==> src/sv/ogri_ram.sv <==
`timescale 1ns / 1ps
module ogri_ram #(
  parameter int WIDTH = 8,
  parameter int DEPTH = 256
) (
  input  logic                     clk,
  input  logic                     we,
  input  logic [$clog2(DEPTH)-1:0] waddr,
  input  logic [WIDTH-1:0]         wdata,
  input  logic [$clog2(DEPTH)-1:0] raddr,
  output logic [WIDTH-1:0]         rdata
);

  logic [WIDTH-1:0] mem [DEPTH];

  always_ff @(posedge clk) begin
    if (we) begin
      mem[waddr] <= wdata;
    end
    rdata <= mem[raddr];
  end

endmodule

==> config.mk <==
export PLATFORM = sky130hd
export DESIGN_NAME = ogri_ram
export DESIGN_NICKNAME = d
export VERILOG_FILES = /design/src/sv/ogri_ram.sv
export SDC_FILE = /design/constraint.sdc
export NUM_CORES = 2
export LEC_CHECK = 0
export ABC_CLOCK_PERIOD_IN_PS = 2500
export BUFFER_PORTS_ARGS = -buffer_cell sky130_fd_sc_hd__buf_2
export CORE_MARGIN = 3
export CORE_UTILIZATION = 25
export CTS_CLUSTER_DIAMETER = 30
export CTS_CLUSTER_SIZE = 24
export DETAILED_ROUTE_END_ITERATION = 12
export GPL_TIMING_DRIVEN = 0
export PLACE_DENSITY = 0.5
export SYNTH_ARGS = -nofsm -noshare
export SYNTH_HDL_FRONTEND = slang
export SYNTH_SLANG_ARGS = --single-unit
==> constraint.sdc <==
create_clock -name clk -period 2.5 [get_ports clk]
set_input_delay 0.75 -clock clk [delete_from_list [all_inputs] [get_ports clk]]
set_output_delay 0.75 -clock clk [all_outputs]
set_load 0.02 [all_outputs]
Yosys cells after proc, flatten, opt, wreduce, memory -nomap -nowiden
Memories as Yosys holds them, arrays and structs flattened. A register that Yosys moved wholly into a read port is not among the register bits.
Cells that the tools add are included.
{"block": "word_totals", "ff_bits": 0, "ramBits": 2048, "latchBits": 0, "mem_count": 1, "word_cells": 3, "inputBits": 26, "output_inout_bits": 8, "mem_bits_ro": 0}
{"block": "classes", "muxes": 2, "order_cmp": 0, "eq_ne": 0, "reduce_logical": 0, "div_mod_pow": 0, "n_bitwise": 0, "n_mul": 0, "add_sub_neg": 0, "shift": 0}
{"name": "mem", "words": 256, "width": 8, "read_ports": 1, "rd_clocked_by_memory_dff": 1, "wr": 1, "line": "14", "text": "logic [WIDTH-1:0] mem [DEPTH];"}
{"op": "$mux W1", "count": 2}

Longest topological paths before layout
{"block": "logic_depth", "ltp_word": 2, "mapped_depth": 11, "mapped_depth_nobuf": 6}

Least setup slack after synthesis
Ideal clock, no wire load.
{"block": "synth_timing", "path_kind": "input-to-reg", "start": "input raddr[0]", "end": "register rdata[2], read port of mem", "arrival_ns": 2.557, "stages": 9, "setup_time_ns": 0.131, "path_buffers": 4, "required_time_ns": 2.369, "slack_ns": -0.188, "cell_sequence": "buf_6 > buf_12 > buf_8 > buf_2 > mux4_2 > a22oi_1 > a21oi_1 > nor4_1 > nor4_2"}
{"element": "start, declared", "line": "10", "text": "input logic [$clog2(DEPTH)-1:0] raddr,"}
{"element": "end, declared", "line": "11", "text": "output logic [WIDTH-1:0] rdata"}

Final worst setup path
{"block": "layout_timing", "start": "input waddr[4]", "end": "memory mem[24][2] (enable)"}
{"element": "start, declared", "line": "8", "text": "input logic [$clog2(DEPTH)-1:0] waddr,"}
{"element": "end, declared", "line": "14"}
Straight into the memory's write port.

==> results.ini <==
[synthesis]
synth_warnings = 0
synthArstFlopShare_pct = 0
ys_seq_area_share_pct = 77.5
yosysTopAreaCell = edfxtp_1
synth-simple-area-share_pct = 2.63
yosys-top-cells-area = edfxtp_1 77%, mux4_2 13%, mux2i_1 1.7%, nor2_1 1.3%, a22oi_1 1.3%
yosys_most_used_dff = edfxtp_1
syn_area_mm2 = 0.0796
synth_fa_ha_area_share_pct = 0
synth_edf_count = 2048
synth_top_family_by_area = multiplexers
ys_types = 55
synthesis.nets = 3759
syn_inst = 3733
syn_avg_cell_area_um2 = 21.3
synth_xor_area_share_pct = 0
ys_seq_elements = 2056
muxShareOfSynthArea_pct = 14.6
synth_compound_area_share_pct = 3.42
synth.top_cell.area_share_pct = 77.3

[global_route]
grt-ovfl-total = 0
grt_pass1_vias = 43800
grt_max_degree = 157
groute.usage.overall_pct = 16.3
grt_pass1_wl_um = 366000
grt_antenna_before_repair = 21

[timing]
rsz0062_at_grt = true
slew_headroom_pct = 20.0
tightest_slew_ns = 1.20
setup_slack_ns = -0.226
fmax_ghz = 0.367
finalHoldViolCount = 0
finClkSkew_ns = 0.0793
finalSetupTns_ns = -11.59
slew_violations = 0
period_share_pct = 109
fin_crit_ns = 2.73
finalSetupViolations = 126

[worst_setup_path]
crit_chain = buf_2 > nor2b_2 > nand2_1 > clkbuf_1 > nor2_1
crit_path_top_delay_cell = nor2_1
worst_setup_path_end_kind = flop
max_stage_delay_ns = 0.96
worstSetupPathType = input port to flop
start_kind = input port
worst-path-max-fanout = 10
arrival_ns = 3.27
critPathRequiredTime_ns = 3.05

[placed_design]
routabilityCongestion = 0.895
dp_hpwl_um = 178000
portBuffers = 26

[clock_tree]
clock-sinks = 2056
root_buffer = clkbuf_16
htreeDepth = 5
path_clk_slew_ns = 0.05
clk_latency_ns = 0.97
clk_path_buf_depth = 4
cts_tree = yes
cts_made_buffers = 446

[floorplanning]
die_area_mm2 = 0.325
core_area_mm2 = 0.316
die_h_um = 570
io_pins = 34
fp-row-count = 206
start_util_pct = 25.2
fp.dieW_um = 570

[pwr]
power_density_mw_per_mm2 = 960
power_leakage_nw = 32.7
peakVddDrop_v = 0.000568
power_mw = 100

[run_status]
violations = negative setup slack
run_status = finished, violations left

[drt]
vias_per_cell = 4.89
wire_per_inst_um = 30.6
first_pass_iters = 7
num_vias = 43100
wirelength_um = 270000
first_iter_violations = 5013
drc_errors = 0
antenna_left = 0

[final_layout]
final_nets = 4308
drive_gt1_share_pct = 39.4
syn_to_final_growth_pct = 31.1

[worst_hold_path]
hp-class = input port to flop

[job]
maxCapViolations = 0

-- through the flow --
step           utilization, %  worst slack [ns]  area [um2]  hold slack (ns)  instances
2_1_floorplan               -           -0.0688       79900            0.770       3733
3_3_place_gp             27.0             -3.81       85200             1.18       7919
3_5_place_dp             27.2             -3.68       85900             1.00       7943
4_1_cts                  32.8            -0.213      104000            0.191       8785
5_1_grt                  33.0            -0.189      104000            0.205       8807
6_report                 33.0            -0.226      104000            0.229       8810
-- where the power goes --
part,switching (mW),internal (mW)
Combinational,3.27,1.62
Clock,18.5,38.6
Sequential,0.0220,38.1
-- sequential cells by signal (all words and copies together), names as in the netlist --
name   flops
mem     2048
rdata      8
-- layout by cell type (no fill, tap or decap), types with 24 or more instances in the layout --
cell,Yosys,routed
a21oi_1,96,57
a21oi_2,0,35
a22oi_1,133,117
buf_12,8,45
buf_16,0,27
buf_2,31,28
buf_4,27,73
buf_6,21,32
buf_8,13,30
bufinv_16,0,57
clkbuf_1,111,67
clkbuf_16,0,451
clkbuf_2,0,30
clkbuf_4,0,26
clkbuf_8,0,24
clkinv_1,1,73
clkinv_2,0,86
clkinvlp_4,0,43
edfxtp_1,2048,2048
mux2i_1,134,130
mux4_2,454,454
nand2_1,33,29
nand3_1,34,25
nor2_1,282,87
nor2_2,0,92
nor2_4,0,103
nor2b_1,31,26
o22ai_1,28,26
-- Yosys cell counts (16+ instances only) --
cell type,instances
nor3_1,22
buf_6,21
a21oi_1,96
nor4_1,24
a22oi_1,133
buf_1,22
nand2_1,33
nor2b_1,31
buf_2,31
edfxtp_1,2048
nor2_1,282
clkbuf_1,111
buf_4,27
o22ai_1,28
mux4_2,454
nand3_1,34
o221ai_1,46
mux2i_1,134
a211oi_1,16
-- critical path, delay by kind of cell --
kind / cells / cell delay (ns)
AND/OR/NAND/NOR: 3 / 1.87
buffers and inverters: 2 / 0.62
-- area by class of cell --
cell class | count | area (um2)
antenna | 6 | 15.0
clock buffer | 504 | 11500
fill | 29600 | 211000
timing repair buffer | 106 | 1240
multi-input combinational | 1442 | 18800
clock inverter | 306 | 3210
buffer | 228 | 2630
tap | 4160 | 5200
sequential | 2056 | 61700
inverter | 2 | 12.5
-- cells by family after synthesis --
group / Yosys count
muxes: 591
buffers and inverters: 235
DFF: 2056
AOI/OAI and AO/OA: 385
and+or+nand+nor: 466
-- final timing paths --
kind | startpoint | to | slack [ns] | cells after the start
max reg2reg | mem[83][7] | rdata[7] | -0.04 | 5
min | wdata[0] | mem[79][0] | 0.23 | 1
min reg2reg | mem[48][1] | rdata[1] | 1.39 | 5
max | waddr[4] | mem[24][2] | -0.23 | 5
-- metal layers --
layer  GRT usage, %  share of wire (%)  vias up
met4           7.23                4.5        2
met3           3.59                7.8      551
met5              0             0.0048        -
li1               -                  -    17100
met1           21.4                 41    23400
met2           25.7                 47     2111
-- what timing repair did --
item	4_1_cts	5_1_grt
setup buffers	34	21
pin swaps	37	39
resized for setup	692	144
setup endpoints to repair	1727	1056
hold endpoints to repair	4	0
hold buffers	1	0
Note: power is estimated with default switching activity, not from simulation.
