===== src/sv/ogri_pkg.sv =====
`timescale 1ns / 1ps
package ogri_pkg;

  localparam int MAX_WIDTH  = 256;
  localparam int MAX_HEIGHT = 256;
  localparam int MAX_SPAN   = 16;

  localparam int CELLS     = MAX_WIDTH * MAX_HEIGHT;
  localparam int ADDR_W    = $clog2(CELLS);
  localparam int CW        = 11;
  localparam int GW        = 9;
  localparam int RW        = 13;
  localparam int R_MAX     = MAX_SPAN * 256;
  localparam int SPW       = $clog2(MAX_SPAN + 1);
  localparam int TA_W      = 2 * SPW;
  localparam int TBL_DEPTH = 1 << TA_W;
  localparam int D2W       = $clog2(2 * MAX_SPAN * MAX_SPAN + 1);

  localparam logic [2:0] MODE_RAY     = 3'd0;
  localparam logic [2:0] MODE_INFLATE = 3'd1;
  localparam logic [2:0] MODE_READ    = 3'd2;
  localparam logic [2:0] MODE_CLEAR   = 3'd3;
  localparam logic [2:0] MODE_WRITE   = 3'd4;

  localparam logic [1:0] CFG_WIDTH  = 2'd0;
  localparam logic [1:0] CFG_HEIGHT = 2'd1;
  localparam logic [1:0] CFG_RADIUS = 2'd2;

  localparam logic [7:0] OCC_FREE     = 8'd0;
  localparam logic [7:0] OCC_HIT      = 8'd100;
  localparam logic [7:0] OCC_UNKNOWN  = 8'hFF;
  localparam logic [7:0] COST_UNKNOWN = 8'd255;
  localparam logic [7:0] COST_MAX     = 8'd100;
  localparam logic [7:0] COST_ZERO    = 8'd0;
  localparam logic signed [7:0] OBST_TH = 8'sd50;

  typedef enum logic [3:0] {
    S_CLEAR,
    S_IDLE,
    S_RAY,
    S_TBL,
    S_TBL_WAIT,
    S_ZERO,
    S_SCAN_RD,
    S_SCAN_CHK,
    S_NB_RD,
    S_NB_WR,
    S_READ_WAIT,
    S_DONE
  } state_t;

  typedef enum logic [1:0] {
    C_IDLE,
    C_SQRT,
    C_DIV,
    C_FIN
  } calc_state_t;

  function automatic logic [ADDR_W-1:0] cell_addr(input logic [CW-1:0] x,
                                                 input logic [CW-1:0] y);
    cell_addr = ADDR_W'(ADDR_W'(y) * ADDR_W'(MAX_WIDTH) + ADDR_W'(x));
  endfunction

  function automatic logic in_grid(input logic signed [CW-1:0] x,
                                   input logic signed [CW-1:0] y,
                                   input logic [CW-1:0] w,
                                   input logic [CW-1:0] h);
    in_grid = !x[CW-1] && !y[CW-1] && (unsigned'(x) < w) && (unsigned'(y) < h);
  endfunction

endpackage


===== src/sv/ogri_costcalc.sv =====
`timescale 1ns / 1ps
module ogri_costcalc (
  input  logic                     clk,
  input  logic                     rst,
  input  logic                     start,
  input  logic [ogri_pkg::D2W-1:0] d2,
  input  logic [ogri_pkg::RW-1:0]  radius,
  output logic                     done,
  output logic [7:0]               cost
);

  ogri_pkg::calc_state_t state, state_next;

  logic [41:0] n;
  logic [23:0] rem;
  logic [20:0] root;
  logic [28:0] dvd;
  logic [12:0] drem;
  logic [28:0] quo;
  logic [4:0]  cnt;
  logic [ogri_pkg::RW-1:0] r;

  logic [23:0] a_op, b_op;
  logic [24:0] diff;
  logic        ge;
  logic [16:0] qc, frac;
  logic [23:0] prod;

  assign diff = {1'b0, a_op} - {1'b0, b_op};
  assign ge   = !diff[24];

  always_comb begin
    state_next = state;
    case (state)
      ogri_pkg::C_IDLE: if (start) state_next = ogri_pkg::C_SQRT;
      ogri_pkg::C_SQRT: if (cnt == 5'd0) state_next = ogri_pkg::C_DIV;
      ogri_pkg::C_DIV:  if (cnt == 5'd0) state_next = ogri_pkg::C_FIN;
      ogri_pkg::C_FIN:  state_next = ogri_pkg::C_IDLE;
      default:          state_next = ogri_pkg::C_IDLE;
    endcase
  end

  always_comb begin
    a_op = 24'd0;
    b_op = 24'd0;
    done = 1'b0;
    qc   = (quo > 29'd65536) ? 17'd65536 : quo[16:0];
    frac = 17'd65536 - qc;
    prod = 24'(frac) * 24'd100;
    cost = prod[23:16];
    case (state)
      ogri_pkg::C_SQRT: begin
        a_op = {rem[21:0], n[41:40]};
        b_op = {1'b0, root, 2'b01};
      end
      ogri_pkg::C_DIV: begin
        a_op = 24'({drem, dvd[28]});
        b_op = 24'(r);
      end
      ogri_pkg::C_FIN: done = 1'b1;
      default: ;
    endcase
  end

  always_ff @(posedge clk) begin
    if (rst) begin
      state <= ogri_pkg::C_IDLE;
    end else begin
      state <= state_next;
    end
    case (state)
      ogri_pkg::C_IDLE: begin
        if (start) begin
          n    <= {d2, 32'd0};
          rem  <= 24'd0;
          root <= 21'd0;
          r    <= radius;
          cnt  <= 5'd20;
        end
      end
      ogri_pkg::C_SQRT: begin
        rem  <= ge ? diff[23:0] : a_op;
        root <= {root[19:0], ge};
        n    <= {n[39:0], 2'b00};
        if (cnt == 5'd0) begin
          dvd  <= {root[19:0], ge, 8'd0};
          drem <= 13'd0;
          quo  <= 29'd0;
          cnt  <= 5'd28;
        end else begin
          cnt <= cnt - 5'd1;
        end
      end
      ogri_pkg::C_DIV: begin
        drem <= ge ? diff[12:0] : a_op[12:0];
        quo  <= {quo[27:0], ge};
        dvd  <= {dvd[27:0], 1'b0};
        cnt  <= cnt - 5'd1;
      end
      default: ;
    endcase
  end

  assert property (@(posedge clk) disable iff (rst)
    start |-> state == ogri_pkg::C_IDLE)
    else $error("cost unit started while busy");

  assert property (@(posedge clk) disable iff (rst)
    (state == ogri_pkg::C_SQRT && cnt == 5'd0) |=> (state == ogri_pkg::C_DIV && cnt == 5'd28))
    else $error("divide phase did not follow root phase");

  assert property (@(posedge clk) disable iff (rst)
    done |-> cost <= ogri_pkg::COST_MAX)
    else $error("cost above maximum");

endmodule


===== config.mk =====
export PLATFORM = sky130hd
export DESIGN_NAME = ogri_costcalc
export DESIGN_NICKNAME = d
export VERILOG_FILES = /design/src/sv/ogri_pkg.sv /design/src/sv/ogri_costcalc.sv
export SDC_FILE = /design/constraint.sdc
export NUM_CORES = 1
export LEC_CHECK = 0
export BUFFER_PORTS_ARGS = -buffer_cell sky130_fd_sc_hd__buf_2
export CAP_MARGIN = 20
export CORE_MARGIN = 2
export CORE_UTILIZATION = 65
export CTS_CLUSTER_DIAMETER = 30
export DETAILED_ROUTE_END_ITERATION = 12
export GPL_TIMING_DRIVEN = 0
export HOLD_SLACK_MARGIN = 0.06
export PLACE_DENSITY = 0.88
export SLEW_MARGIN = 0
export SYNTH_ARGS = -nofsm -noshare
export SYNTH_HDL_FRONTEND = slang
export SYNTH_SLANG_ARGS = --single-unit
export TNS_END_PERCENT = 5

===== constraint.sdc =====
create_clock -name clk -period 15.7 [get_ports clk]
set_input_delay 0.785 -clock clk [delete_from_list [all_inputs] [get_ports clk]]
set_output_delay 0.785 -clock clk [all_outputs]
set_load 0.05 [all_outputs]

* Word level (Yosys, flattened, before mapping)
Index checks and enable logic that the tools add are counted.
Storage, ports and cells: memories 0, output and inout port bits 9, register bits 176, logic and storage cells 56, ROM bits 0, RAM bits 0, bits of input ports 26, latch bits 0
Cells by class: mux-type cells 25, eq/ne operators 6, bitwise logic cells 0, shift operators 0, add/subtract/negate cells 3, multipliers 1, reduce and logical (&&, ||, !) cells 11, divide/modulo/power cells 0, magnitude comparators 1
Operator list (count):
- one-hot mux 29 bit (2 select lines) | 2
- one-hot mux 42 bit (2 select lines) | 1
- two-way mux 29 bit | 2
- one-hot mux 24 bit (2 select lines) | 1
- one-hot mux 23 bit (2 select lines) | 1
- two-way mux 22 bit | 2
- one-hot mux 22 bit (2 select lines) | 1
- two-way mux 42 bit | 1
- one-hot mux 21 bit (2 select lines) | 1
- greater-than comparator 29 x 17 -> 1 bit, second input constant | 1
- two-way mux 13 bit | 2
- one-hot mux 13 bit (2 select lines) | 1
- subtractor 24 x 23 -> 25 bit | 1
- multiplier 17 x 5 -> 22 bit, second input constant | 1
- two-way mux 21 bit | 1
- two-way mux 17 bit | 1
- subtractor 17 bit, first input constant | 1
- one-hot mux 5 bit (3 select lines) | 1
- two-way mux 5 bit | 2
- one-hot mux 2 bit (4 select lines) | 1
- AND reduction 2 bit | 4
- two-way mux 2 bit | 3
- inequality test 2 bit, second input constant | 3
- zero test 5 bit | 1
- other kinds (9) | 11

* Depth between registers and ports, before layout
Gate-level depths: netlist of run 1.
depth in word-level cells 6, gate-level depth with buffers 26, mapped depth without buffers 24

* Worst setup path before layout of run 1
OpenSTA, ideal clock, no wires.
kind register to output, start point register quo[3], end point output cost[7], setup slack 8.679 ns, stages on the path, launching flop included 27, path buffers 3, data arrival time 6.236 ns, data required time 14.915 ns, path through edfxtp_1 -> buf_6 -> or4_4 -> nor4b_4 -> nand2_2 -> a21oi_1 -> buf_4 -> and2_1 -> inv_1 -> ha_1 -> clkbuf_1 -> o21a_1 -> o21ai_0 -> ha_1 -> ha_1 -> inv_1 -> fa_1 -> inv_1 -> ha_1 -> a21o_1 -> a21o_1 -> a21o_1 -> nor3_1 -> nand3_1 -> a31oi_2 -> o21bai_2 -> xnor2_1
On the way: cells in the longest elaborated chain, start to end 4
RTL lines:
- start: declaration | RTL line ogri_costcalc.sv:19 | logic [28:0] quo;
- start signal: assignment | RTL line ogri_costcalc.sv:96 | quo <= {quo[27:0], ge};
- greater-than comparator 29 x 17 -> 1 bit | RTL line ogri_costcalc.sv:47 | qc = (quo > 29'd65536) ? 17'd65536 : quo[16:0];
- two-way mux 17 bit (*) | RTL line ogri_costcalc.sv:47
- subtractor 17 bit (*) | RTL line ogri_costcalc.sv:48 | frac = 17'd65536 - qc;
- multiplier 17 x 5 -> 22 bit (*) | RTL line ogri_costcalc.sv:49 | prod = 24'(frac) * 24'd100;
- end: declaration | RTL line ogri_costcalc.sv:9 | output logic [7:0] cost
Every way passes the cells marked *; elsewhere a longest branch is shown, timed or not.

* Worst setup path in the final report of run 1
start point register quo[9], end point output cost[7]
The elaborated chain is that of the path after synthesis.

==> run_results.csv, run 1 <==
group,metric,value,unit
run_status,status,"finished clean",
die,ios,35,
die,die_x,119,um
worst_setup_path,cpMostUsedCell,"ha_1",
yosys,yosys_most_used_dff,"edfxtp_1",
grt,grt_max_degree,34,
routing,dr.pass1.iters,6,
clocking,clk_path_buf_depth,2,
placed_design,port-buffer-count,34,
worst_setup_path,cp_slowest_cell,"or4_1",
yosys,yosysUniqueCellTypes,65,
clocking,cts_resized,0,
grt,grt_pass1_vias,6236,
timing,worst_slew_pin_slew,851,ps
worst_setup_path,critPathArrivalTime,7060,ps
routing,avgViaCountPerCell,6.03,
hold_path,hold_class,"primary input to flip-flop",
die,core_area,13100,um^2
yosys,yosysMostFrequentCell,"edfxtp_1",
layout,drive_gt1_frac,0.155,
yosys,async_flop_share,0,
timing,final-setup-viol-count,0,
clocking,cts_sinks,136,
power_and_ir_drop,p_seq_frac,0.310,
placed_design,detailed_place_hpwl,13000,um
clocking,path_clk_slew,60,ps
power_and_ir_drop,combPwrFrac,0.501,
clocking,cts_tree,"built",
yosys,synth_top_area_frac,0.464,
timing,min_period_over_period,0.499,
layout,num_antenna_cells,0,
timing,relSlewSlack,0.431,
timing,max_freq,128,MHz
layout,fin_util,0.741,
yosys,ys_seq_elements,136,
timing,hold_viol,0,
yosys,synthCells,756,
layout,nets,934,
routing,drc,0,
clocking,holdBufCountCts,0,
worst_setup_path,critPathKind,"flip-flop to primary output",
power_and_ir_drop,clock_power_share,0.189,
worst_setup_path,crit_fanout,10,
timing,drv_slew,0,
clocking,clk_latency,420,ps
placed_design,placed_area,9140,um^2
worst_setup_path,slowest_delay,630,ps
layout,postLayoutCellArea,9730,um^2
timing,fin_crit,7840,ps
die,rows,42,
worst_setup_path,reg2reg_slack,9250,ps
power_and_ir_drop,leakagePower,4.26,nW
grt,antenna_found_initial,0,
yosys,synth-seq-area-share,0.469,
yosys,synth_edf_count,134,
grt,grt_overflow,0,
routing,num_vias,6035,
grt,grt_usage,0.268,
power_and_ir_drop,swShare,0.394,
routing,wl_per_cell,18.0,um
power_and_ir_drop,p_switching,827,uW
power_and_ir_drop,internal_power,1.27,mW
yosys,synth_fp_nets,878,
power_and_ir_drop,p_per_area,216,nW/um^2
timing,rsz0062_at_grt,"false",
worst_setup_path,startpoint_type,"flip-flop",
grt,grt_pass1_wl,30100,um
worst_setup_path,required,14910,ps
yosys,ys_top_cells_by_count,"edfxtp_1 (134), ha_1 (86), and2_1 (70)",
yosys,yosys_warnings,0,
routing,wl,18000,um
yosys,avgSynthCellArea,11.5,um^2
die,die_area,14300,um^2
clocking,numCtsBuffers,17,
run,drv_cap,0,
placed_design,globalplace.congestion,0.885,
clocking,postCtsSetupRepairBufs,0,
worst_setup_path,end_kind,"primary output",
power_and_ir_drop,vdd_drop_max,154,uV
die,die_h,119,um
timing,fin_tns_setup,0,ps
timing,skew,6.82,ps
yosys,synth_top_cell_by_area,"edfxtp_1",
routing,final_antenna_net_count,0,
layout,syn2layout_area_growth,12.3,%
die,start_util,0.660,
clocking,clockRootBuffer,"clkbuf_16",
yosys,syn_area,8660,um^2
routing,first_iter_violations,390,
yosys,synth.area.top_cells,"edfxtp_1 (46%), ha_1 (12%), and2_1 (5.1%)",
clocking,h-tree-depth,4,
-- metal layers --
layer | up-vias | wire, um | GRT usage
met4 | 0 | 493 | 0.113
li1 | 2867 | - | -
met1 | 2919 | 7180 | 0.313
met5 | - | 0 | 0
met3 | 43 | 950 | 0.0522
met2 | 206 | 9420 | 0.481
-- logic make-up (layout without fill, tap and decap cells) --
logic type,count (synthesis),count (layout),share of synthesized area
DFF,136,136,0.469
adders and majority gates,96,96,0.147
buffers and inverters,80,149,0.0370
AOI/OAI and AO/OA,145,145,0.121
xor gates and xnor gates,36,36,0.0364
and+or+nand+nor,219,219,0.134
muxes,44,44,0.0557
-- state kept, by name, indices dropped and copies added, names as in the netlist, 5 cells and up --
name	count
drem	13
dvd	21
quo	29
cnt	5
n	10
r	13
root	21
rem	22
-- final timing paths --
kind	to	cells past startpoint	from
max	cost[7]	25	quo[9]$_SDFFCE_PN0P_
min	r[4]$_DFFE_PP_	1	radius[4]
max reg2reg	rem[21]$_SDFFCE_PN0P_	19	state[0]$_SDFFE_PP0P_
min reg2reg	dvd[13]$_DFFE_PP_	1	dvd[12]$_DFFE_PP_
-- final cells by class --
type / instances / area, um^2
clock inverters: 15 / 166
repair buffers: 37 / 230
plain buffers: 26 / 118
well taps: 176 / 220
fillers: 861 / 3410
multi-input cells: 540 / 4300
clock buffers: 17 / 425
flip-flops and latches: 136 / 4060
inverters: 54 / 203
-- worst max-delay path, delay by kind of cell, from the launching register on --
family / cells / cell delay, ps
simple gates: 7 / 1840
fa+ha+maj: 5 / 1720
compound gates: 6 / 1560
buf+inv: 6 / 890
flops: 1 / 470
xor+xnor: 1 / 140
-- power groups by stage --
stage | Sequential [mW] | Combinational (mW) | Clock [mW]
floorplan | 0.644 | 0.781 | 0
global placement | 0.670 | 0.949 | 0
detailed placement | 0.656 | 1.00 | 0
CTS | 0.649 | 1.03 | 0.399
global route | 0.662 | 1.14 | 0.415
finish | 0.650 | 1.05 | 0.396
-- cell usage in the layout, fill, tap and decap left out, drive strengths merged, types with 19 or more instances in the layout --
master    n
o21ai    19
a21oi    25
ha       86
mux2     34
a21o     22
nor2     54
and2     72
clkbuf   35
xnor2    21
buf      45
nand2    40
inv      60
edfxtp  134
-- metrics by stage --
step | power [mW] | hold WS, ps | instances | setup WS, ps
after floorplan | 1.42 | 516 | 756 | 8680
after global placement | 1.62 | 528 | 966 | 7390
after detailed placement | 1.66 | 539 | 969 | 8320
after CTS | 2.08 | 527 | 1001 | 7840
after global routing | 2.22 | 527 | 1001 | 7400
final | 2.10 | 534 | 1001 | 7860
(Power assumes the default switching activity.)
==> inputs of run 2 (changes only) <==
--- a/config.mk
+++ b/config.mk
@@ -5,15 +5,16 @@
 export SDC_FILE = /design/constraint.sdc
 export NUM_CORES = 1
 export LEC_CHECK = 0
+export ABC_AREA = 1
 export BUFFER_PORTS_ARGS = -buffer_cell sky130_fd_sc_hd__buf_2
 export CAP_MARGIN = 20
 export CORE_MARGIN = 2
-export CORE_UTILIZATION = 65
+export CORE_UTILIZATION = 57
 export CTS_CLUSTER_DIAMETER = 30
 export DETAILED_ROUTE_END_ITERATION = 12
 export GPL_TIMING_DRIVEN = 0
 export HOLD_SLACK_MARGIN = 0.06
-export PLACE_DENSITY = 0.88
+export PLACE_DENSITY = 0.82
 export SLEW_MARGIN = 0
 export SYNTH_ARGS = -nofsm -noshare
 export SYNTH_HDL_FRONTEND = slang
==> constraint.sdc (replaced) <==
create_clock -name clk -period 6.6 [get_ports clk]
set_input_delay 0.33 -clock clk [delete_from_list [all_inputs] [get_ports clk]]
set_output_delay 0.33 -clock clk [all_outputs]
set_load 0.05 [all_outputs]
==> run_results.csv, run 2 <==
group,metric,value,unit
placed_design,globalplace.congestion,0.970,
layout,final_common_cell,"nand2_1",
placed_design,port-buffer-count,34,
yosys,synth_top_cell_by_area,"edfxtp_1",
timing,fin_crit,5800,ps
timing,rsz0062_at_grt,"false",
yosys,ys_top_cells_by_count,"nand2_1 (285), inv_1 (168), edfxtp_1 (134)",
timing,skew,9.52,ps
grt,grt_pass1_wl,32900,um
clocking,clk_path_buf_depth,2,
timing,whs,70.7,ps
run,drv_cap,0,
layout,drive_gt1_frac,0.0943,
yosys,synth_fp_nets,1177,
routing,wl,19600,um
grt,grt_usage,0.247,
yosys,synth_top_area_frac,0.441,
timing,max_freq,172,MHz
run_status,status,"finished clean",
die,die_area,17000,um^2
die,die_x,131,um
layout,top_register,"quo",
yosys,synthCells,1055,
hold_path,whs_endpoint,"r[3]$_DFFE_PP_",
timing,min_period_over_period,0.879,
yosys,yosys_most_used_dff,"edfxtp_1",
grt,grt_pass1_vias,7142,
worst_setup_path,worstRegToRegCells,22,
hold_path,hold_path_depth,1,
timing,drv_slew,0,
worst_setup_path,r2r-start,"state[0]$_SDFFE_PP0P_",
clocking,postCtsSetupRepairBufs,0,
timing,relSlewSlack,0.440,
layout,final_cells,1340,
yosys,synth_edf_count,134,
worst_setup_path,rr_endpoint,"drem[12]$_SDFFCE_PN0P_",
layout,fill_cells,1262,
clocking,h-tree-depth,4,
routing,avgViaCountPerCell,5.41,
yosys,yosysUniqueCellTypes,50,
layout,syn2layout_area_growth,12.6,%
clocking,clockRootBuffer,"clkbuf_16",
yosys,synth-seq-area-share,0.445,
yosys,syn_area,9130,um^2
routing,drc,0,
hold_path,hold_class,"primary input to flip-flop",
yosys,avgSynthCellArea,8.66,um^2
worst_setup_path,critPathKind,"flip-flop to primary output",
grt,antenna_found_initial,0,
grt,grt_overflow,0,
clocking,cts_resized,0,
yosys,yosys_warnings,0,
grt,grt_use_met2,0.429,
layout,num_antenna_cells,0,
routing,first_iter_violations,562,
clocking,cts_sinks,136,
grt,grtUsageMet3,0.0550,
layout,nets,1233,
timing,hold_viol,0,
routing,final_antenna_net_count,0,
grt,busiest_layer,"met2",
yosys,ys_seq_elements,136,
timing,final-setup-viol-count,0,
routing,dr.pass1.iters,6,
die,rows,46,
clocking,clk_latency,430,ps
layout,fin_util,0.652,
die,core_area,15800,um^2
yosys,yosysMostFrequentCell,"nand2_1",
placed_design,dp.cells,1308,
die,ios,35,
worst_setup_path,end_kind,"primary output",
yosys,async_flop_share,0,
placed_design,detailed_place_hpwl,14300,um
clocking,numCtsBuffers,17,
worst_setup_path,required,6270,ps
yosys,synth.area.top_cells,"edfxtp_1 (44%), ha_1 (12%), nand2_1 (12%)",
worst_setup_path,startpoint_type,"flip-flop",
layout,largest_reg_flops,29,
layout,biggestRegsByFlops,"quo: 29 flops, rem: 22 flops",
hold_path,hp-start,"radius[3]",
routing,num_vias,7254,
grt,gr-usage-met1,0.295,
die,die_h,131,um
grt,grt_max_degree,30,
die,start_util,0.579,
routing,wl_per_cell,14.6,um
clocking,path_clk_slew,60,ps
worst_setup_path,reg2reg_slack,1720,ps
worst_setup_path,crit_fanout,8,
worst_setup_path,critPathArrivalTime,5470,ps
layout,final_cell_mix,"nand2_1 (285), inv_1 (168), edfxtp_1 (134)",
timing,worst_slew_pin_slew,837,ps
clocking,holdBufCountCts,0,
clocking,cts_tree,"built",
[run 2: how the worst max path moves through the flow]
stage	startpoint	end
floorplan	state[1]$_SDFFE_PP0P_	drem[0]$_SDFFCE_PN0P_
global placement	state[0]$_SDFFE_PP0P_	quo[12]$_SDFFCE_PN0P_
detailed placement	quo[27]$_SDFFCE_PN0P_	cost[6]
CTS	quo[18]$_SDFFCE_PN0P_	cost[6]
global route	quo[18]$_SDFFCE_PN0P_	cost[6]
finish	quo[18]$_SDFFCE_PN0P_	cost[6]
[run 2: area by class of cell]
type	instances	area, um^2	area share
multi-input combinational	713	4300	0.418
buffer	27	115	0.0112
tap	216	270	0.0263
timing repair buffer	37	238	0.0231
inverter	179	674	0.0656
clock buffer	20	457	0.0444
clock inverter	12	165	0.0161
sequential	136	4060	0.395
[run 2: kinds of logic (layout without fill, tap and decap cells)]
kind of cell | Yosys count | in the layout | synth area share
AND/OR/NAND/NOR | 439 | 439 | 0.199
buffers and inverters | 206 | 275 | 0.0865
AO/OA/AOI/OAI | 142 | 142 | 0.0950
flip-flops | 136 | 136 | 0.445
adder cells (fa/ha/maj) | 96 | 96 | 0.140
XOR/XNOR | 36 | 36 | 0.0345
[run 2: metal layers]
| metal | vias to the layer above | wire, um |
|---|---|---|
| li1 | 3577 | - |
| met1 | 3345 | 7990 |
| met2 | 268 | 9780 |
| met3 | 64 | 1130 |
| met4 | 0 | 705 |
| met5 | - | 0 |
[run 2: critical path, stage by stage, from the launching register on]
cell,delay (ps)
edfxtp_1,370
nor2_1,50
nand3_1,120
inv_1,50
nand3_1,210
nand2_4,130
inv_4,130
nor2_1,90
inv_1,90
ha_1,230
nand3_2,160
nor3_4,260
nand2_1,100
xnor2_1,360
ha_1,320
ha_1,290
inv_1,60
fa_1,530
inv_1,50
ha_1,370
nand2_1,150
o21a_1,190
nor2_1,60
a211oi_1,230
nand3_1,120
nand2_1,70
buf_2,250
[run 2: metrics by stage]
| stage | setup TNS [ps] | area [um^2] | worst slack [ps] |
|---|---|---|---|
| floorplan | 0 | 9130 | 553 |
| global placement | -150850 | 9570 | -1870 |
| detailed placement | 0 | 9660 | 1310 |
| CTS | 0 | 10300 | 778 |
| global route | 0 | 10300 | 369 |
| finish | 0 | 10300 | 800 |
Power of run 2 is left out: the tool's default activity adds up to more than one toggle a clock period on the data nets, which glitch-free logic cannot reach.
